===== src/rtl/slc_pkg.sv =====
// ---------------------------------------------------------------------------
// slc_pkg
// Shared types, constants and codes of the set-associative LRU cache model.
// ---------------------------------------------------------------------------
package slc_pkg;

   // geometry of the line store
   localparam int MAX_SET_BITS = 8;
   localparam int MAX_WAYS     = 8;
   localparam int NUM_SETS     = 1 << MAX_SET_BITS;
   localparam int SET_IDX_W    = (MAX_SET_BITS > 0) ? MAX_SET_BITS : 1;
   localparam int WAY_IDX_W    = (MAX_WAYS > 1) ? $clog2(MAX_WAYS) : 1;
   localparam int TREE_LEAVES  = 1 << WAY_IDX_W;

   // field widths
   localparam int WORD_W       = 32;
   localparam int OP_W         = 2;
   localparam int CFG_SET_W    = 4;
   localparam int CFG_BLOCK_W  = 5;
   localparam int CFG_WAYS_W   = 4;
   localparam int CSR_IDX_W    = 2;
   localparam int CSR_DATA_W   = 5;
   localparam int SPLIT_W      = 6;

   // configuration reset values
   localparam int SET_BITS_RST   = 4;
   localparam int BLOCK_BITS_RST = 4;
   localparam int WAYS_RST       = 1;

   typedef logic [WORD_W-1:0]      word_type;
   typedef logic [SET_IDX_W-1:0]   set_idx_type;
   typedef logic [WAY_IDX_W-1:0]   way_idx_type;
   typedef logic [CFG_SET_W-1:0]   set_cfg_type;
   typedef logic [CFG_BLOCK_W-1:0] block_cfg_type;
   typedef logic [CFG_WAYS_W-1:0]  ways_cfg_type;
   typedef logic [SPLIT_W-1:0]     split_type;

   // access kinds
   typedef enum logic [OP_W-1:0] {
      OP_INSTR  = 2'd0,
      OP_LOAD   = 2'd1,
      OP_STORE  = 2'd2,
      OP_MODIFY = 2'd3
   } op_type;

   // configuration register indexes
   typedef enum logic [CSR_IDX_W-1:0] {
      CSR_SET_BITS   = 2'd0,
      CSR_BLOCK_BITS = 2'd1,
      CSR_WAYS       = 2'd2
   } csr_idx_type;

   // controller states
   typedef enum logic [1:0] {
      ST_CLEAR,
      ST_IDLE,
      ST_LOOKUP
   } state_type;

   // one row of the line store: a whole set
   typedef struct packed {
      logic [MAX_WAYS-1:0]             valid;
      logic [MAX_WAYS-1:0][WORD_W-1:0] tag;
      logic [MAX_WAYS-1:0][WORD_W-1:0] last_use;
   } row_type;

   // controller to datapath
   typedef struct packed {
      logic clear_wr;
      logic lookup;
      logic commit;
   } cmd_type;

   // datapath to controller
   typedef struct packed {
      logic clear_last;
      logic out_free;
   } status_type;

endpackage


===== src/rtl/slc_ctrl.sv =====
// ---------------------------------------------------------------------------
// slc_ctrl
// Controller: clearing sweep after reset, then accept / lookup sequencing.
// ---------------------------------------------------------------------------
module slc_ctrl (
   input  logic                clock,
   input  logic                reset,
   input  logic                req_valid,
   output logic                req_ready,
   output slc_pkg::cmd_type    cmd,
   input  slc_pkg::status_type status
);

   slc_pkg::state_type state_ff;
   slc_pkg::state_type state_in;

   // state register
   always_ff @(posedge clock) begin
      if (reset) begin
         state_ff <= slc_pkg::ST_CLEAR;
      end else begin
         state_ff <= state_in;
      end
   end

   // next state
   always_comb begin
      state_in = state_ff;
      unique case (state_ff)
         slc_pkg::ST_CLEAR: begin
            if (status.clear_last) state_in = slc_pkg::ST_IDLE;
         end
         slc_pkg::ST_IDLE: begin
            if (req_valid) state_in = slc_pkg::ST_LOOKUP;
         end
         slc_pkg::ST_LOOKUP: begin
            if (status.out_free) state_in = slc_pkg::ST_IDLE;
         end
         default: state_in = slc_pkg::ST_CLEAR;
      endcase
   end

   // outputs
   always_comb begin
      req_ready    = 1'b0;
      cmd.clear_wr = 1'b0;
      cmd.lookup   = 1'b0;
      cmd.commit   = 1'b0;
      unique case (state_ff)
         slc_pkg::ST_CLEAR: begin
            cmd.clear_wr = 1'b1;
         end
         slc_pkg::ST_IDLE: begin
            req_ready  = 1'b1;
            cmd.lookup = req_valid;
         end
         slc_pkg::ST_LOOKUP: begin
            cmd.commit = status.out_free;
         end
         default: begin
            req_ready = 1'b0;
         end
      endcase
   end

endmodule


===== config.mk =====
export PLATFORM = sky130hd
export DESIGN_NAME = slc_ctrl
export DESIGN_NICKNAME = d
export VERILOG_FILES = /design/src/rtl/slc_pkg.sv /design/src/rtl/slc_ctrl.sv
export SDC_FILE = /design/constraint.sdc
export NUM_CORES = 1
export LEC_CHECK = 0
export ABC_AREA = 0
export BUFFER_PORTS_ARGS = -buffer_cell sky130_fd_sc_hd__buf_2
export CAP_MARGIN = 30
export CORE_AREA = 2 2 39 41
export CTS_CLUSTER_SIZE = 24
export DETAILED_ROUTE_END_ITERATION = 10
export DIE_AREA = 0 0 41 43
export MAX_ROUTING_LAYER = met4
export PLACE_DENSITY = 0.3
export SETUP_SLACK_MARGIN = 0.5
export SLEW_MARGIN = 15
export SYNTH_ARGS = -nofsm -noshare
export SYNTH_HDL_FRONTEND = slang
export SYNTH_SLANG_ARGS = --single-unit

===== constraint.sdc =====
create_clock -name clock -period 1.02 [get_ports clock]
set_input_delay 0.051 -clock clock [delete_from_list [all_inputs] [get_ports clock]]
set_output_delay 0.051 -clock clock [all_outputs]
set_load 0.01 [all_outputs]

==> summary.md <==
| Metric | Value |
|---|---|
| Peak ir drop on the vdd network | `0.0005526 V` |
| Largest net degree at the start of global routing | `7` |
| Overflow after GRT | `0` |
| Final design utilization | `16.18%` |
| Standard-cell row count | `14` |
| First-pass GRT wire length | `469 um` |
| FF+latch area | `45.04 um^2` |
| Number of DRC markers in iteration 0 | `1` |
| Category of the most critical setup path | `reg2out` |
| Number of detailed-routing iterations run before antenna repair | `2` |
| Synthesized netlist net count | `20` |
| Cell at the root of the clock tree | `clkbuf_4` |
| Initial Utilization | `8.861%` |
| Max capacitance violation total | `0` |
| Total number of vias | `141` |
| Area Growth Syn to Fin | `82.65%` |
| Number of global-route vias before repair | `125` |
| Total wire length after detailed routing | `318 um` |
| I/O pin total | `9` |
| Static leakage power | `0.1046 nW` |
| Setup crit start kind | `flop` |
| Layout filler cell count | `153` |
| Max FFs per register | `2` |
| Netlist area before placement | `122.6 um^2` |
| Summed negative setup slack over all endpoints | `0 ns` |
| Largest regs | `state_ff x2` |
| Achievable clock frequency | `1071 MHz` |
| Min cycle time layout | `0.9338 ns` |
| Worst-path fanout max | `6` |
| Clk pin slew, worst setup/hold paths | `0.03 ns` |
| Number of buffers on the longest clock path | `2` |
| Placeable core area | `1384 um^2` |
| Pin slew with the least headroom to its limit | `0.2291 ns` |
| HPWL after DPL | `254.6 um` |
| Post-Synthesis Mean Instance Area | `8.175 um^2` |
| Relative contribution of sequential cells to total power | `27.6%` |
| Kind of capture point of the worst setup path | `output pin` |
| Horizontal die dimension | `41 um` |
| Net Sw Frac | `25.43%` |
| Part of the power in combinational logic | `22.1%` |
| Final setup violation count | `0` |
| Worst min-delay path category | `in2reg` |
| Source-to-sink clock delay at the later pin of the worst-skew pair | `0.22 ns` |
| Ratio of cells with drive above 1 in the final layout | `73.08%` |
| Antenna Nets Post-Route | `0` |
| Drt wl/cell | `7.571 um` |
| TritonCTS clock tree | `done` |
| Final weighted congestion in routability-driven placement | `0.5175` |
| Result of the run | `finished, final reports clean` |
| Final worst-path cycle share | `91.55%` |
| Required time worst endpoint | `0.97 ns` |
| Setup Skew | `0.004284 ns` |
| Power share of the clock group | `50.3%` |
| Register bank with the most flops | `state_ff` |
| Hold violation total from the final report | `0` |
| CTS buffer count | `3` |
| Total GRT Usage | `5.128%` |
| Internal power | `257.7 uW` |
| Yosys Warn Count | `0` |
| Area of the multi-input gates | `86.33 um^2` |
| Synthesized instance count | `15` |
| Initial antenna violation count | `0` |
| Seq/Total Area, Yosys | `32.65%` |
| Avg Vias per Cell | `3.357` |
| Net switching component of the power | `87.87 uW` |
| Total number of nets in the final design | `33` |
| DRC violation count after routing | `0` |
| Worst slew slack as a fraction of its limit | `84.57%` |
| Count of pins over their slew limit | `0` |
| Antenna cells | `0` |
| Clock sink count | `2` |
| Pwr dens | `1543 nW/um^2` |
| Die height | `43 um` |
| Unique cell type count in the Yosys netlist | `10` |
| Signal arrival time at the worst endpoint | `0.88 ns` |
| Setup repair after global routing missed its margin | `yes` |
| Number of buffer cells added on primary ports | `8` |
| Number of levels in the clock H-tree | `1` |
| Number of storage elements in the synthesis netlist | `2` |
| DIE AREA | `1763 um^2` |
==> routing by layer <==
layer  up-vias  GRT usage (%)  wire, um
met3         0          7.853        72
met5         -              -         0
met4         0          4.000         0
met1        57          4.459       145
met2        11          4.688        99
li1         73              -         -
==> critical path, cell delays in order (launching register included) <==
cell	delay (ns)
dfxtp_2	0.33
nand2b_4	0.14
nor2_2	0.06
buf_2	0.13
==> layout by cell type (no fill, tap or decap), drive strengths merged <==
master / instances
clkbuf: 3
inv: 1
dfxtp: 2
o21ai: 1
buf: 8
nand2: 1
a22oi: 1
a21oi: 1
nand2b: 1
nor2: 5
a21o: 1
nor2b: 1
==> synth_stat cells, drive strengths merged <==
| library cell | instances | area, um^2 |
|---|---|---|
| nand2 | 1 | 3.750 |
| nand2b | 1 | 13.76 |
| inv | 1 | 3.750 |
| nor2b | 1 | 13.76 |
| a21oi | 1 | 8.760 |
| o21ai | 1 | 5.000 |
| a22oi | 1 | 7.510 |
| nor2 | 5 | 18.77 |
| dfxtp | 2 | 40.04 |
| a21o | 1 | 7.510 |
==> path summary, 6_finish.rpt <==
check                      startpoint                  endpoint  slack, ns  depth (start not counted)
min                             reset  state_ff[1]$_SDFFE_PP0P_       0.01                          2
max          state_ff[0]$_SDFFE_PP0P_                    cmd[0]       0.09                          3
max reg2reg  state_ff[0]$_SDFFE_PP0P_  state_ff[0]$_SDFFE_PP0P_       0.22                          3
min reg2reg  state_ff[1]$_SDFFE_PP0P_  state_ff[0]$_SDFFE_PP0P_       0.51                          2
==> kinds of logic after synthesis <==
| family | Yosys count | share of synthesized area, % |
|---|---|---|
| AO/OA/AOI/OAI | 4 | 23.47 |
| flip-flops | 2 | 32.65 |
| buffers and inverters | 1 | 3.058 |
| AND/OR/NAND/NOR | 8 | 40.81 |
==> repair_timing <==
item	in CTS	in global routing
setup buffers	0	0
cloned	0	0
resized for setup	3	1
endpoints found under the setup margin	6	6
pin swaps	1	0
hold buffers	0	0
==> stage by stage <==
step | std cells | worst slack (ns) | power, mW | hold slack [ns] | area, um^2
finish | 42 | 0.08619 | 0.3456 | 0.01146 | 224.0
detailed placement | 39 | 0.2316 | 0.1658 | 0.2392 | 187.7
global route | 42 | 0.01574 | 0.3837 | 0.001720 | 224.0
global placement | 39 | 0.2183 | 0.1657 | 0.2365 | 187.7
floorplan | 15 | 0.2524 | 0.1384 | 0.1160 | 127.6
CTS | 42 | 0.06716 | 0.3549 | 0.002709 | 219.0
==> power by group through the flow <==
stage / Sequential [mW] / Combinational (mW) / Clock [mW]
2_1_floorplan: 0.0955 / 0.0430 / 0
3_3_place_gp: 0.0975 / 0.0682 / 0
3_5_place_dp: 0.0972 / 0.0686 / 0
4_1_cts: 0.0951 / 0.0745 / 0.185
5_1_grt: 0.0970 / 0.0848 / 0.202
6_report: 0.0955 / 0.0763 / 0.174
==> final cells by class <==
class | count | area share, %
timing repair buffer | 8 | 20.67
multi-input combinational | 12 | 38.55
tap | 16 | 8.939
clock buffer | 3 | 10.06
inverter | 1 | 1.676
sequential | 2 | 20.11
Power figures use the tool's default switching activity.
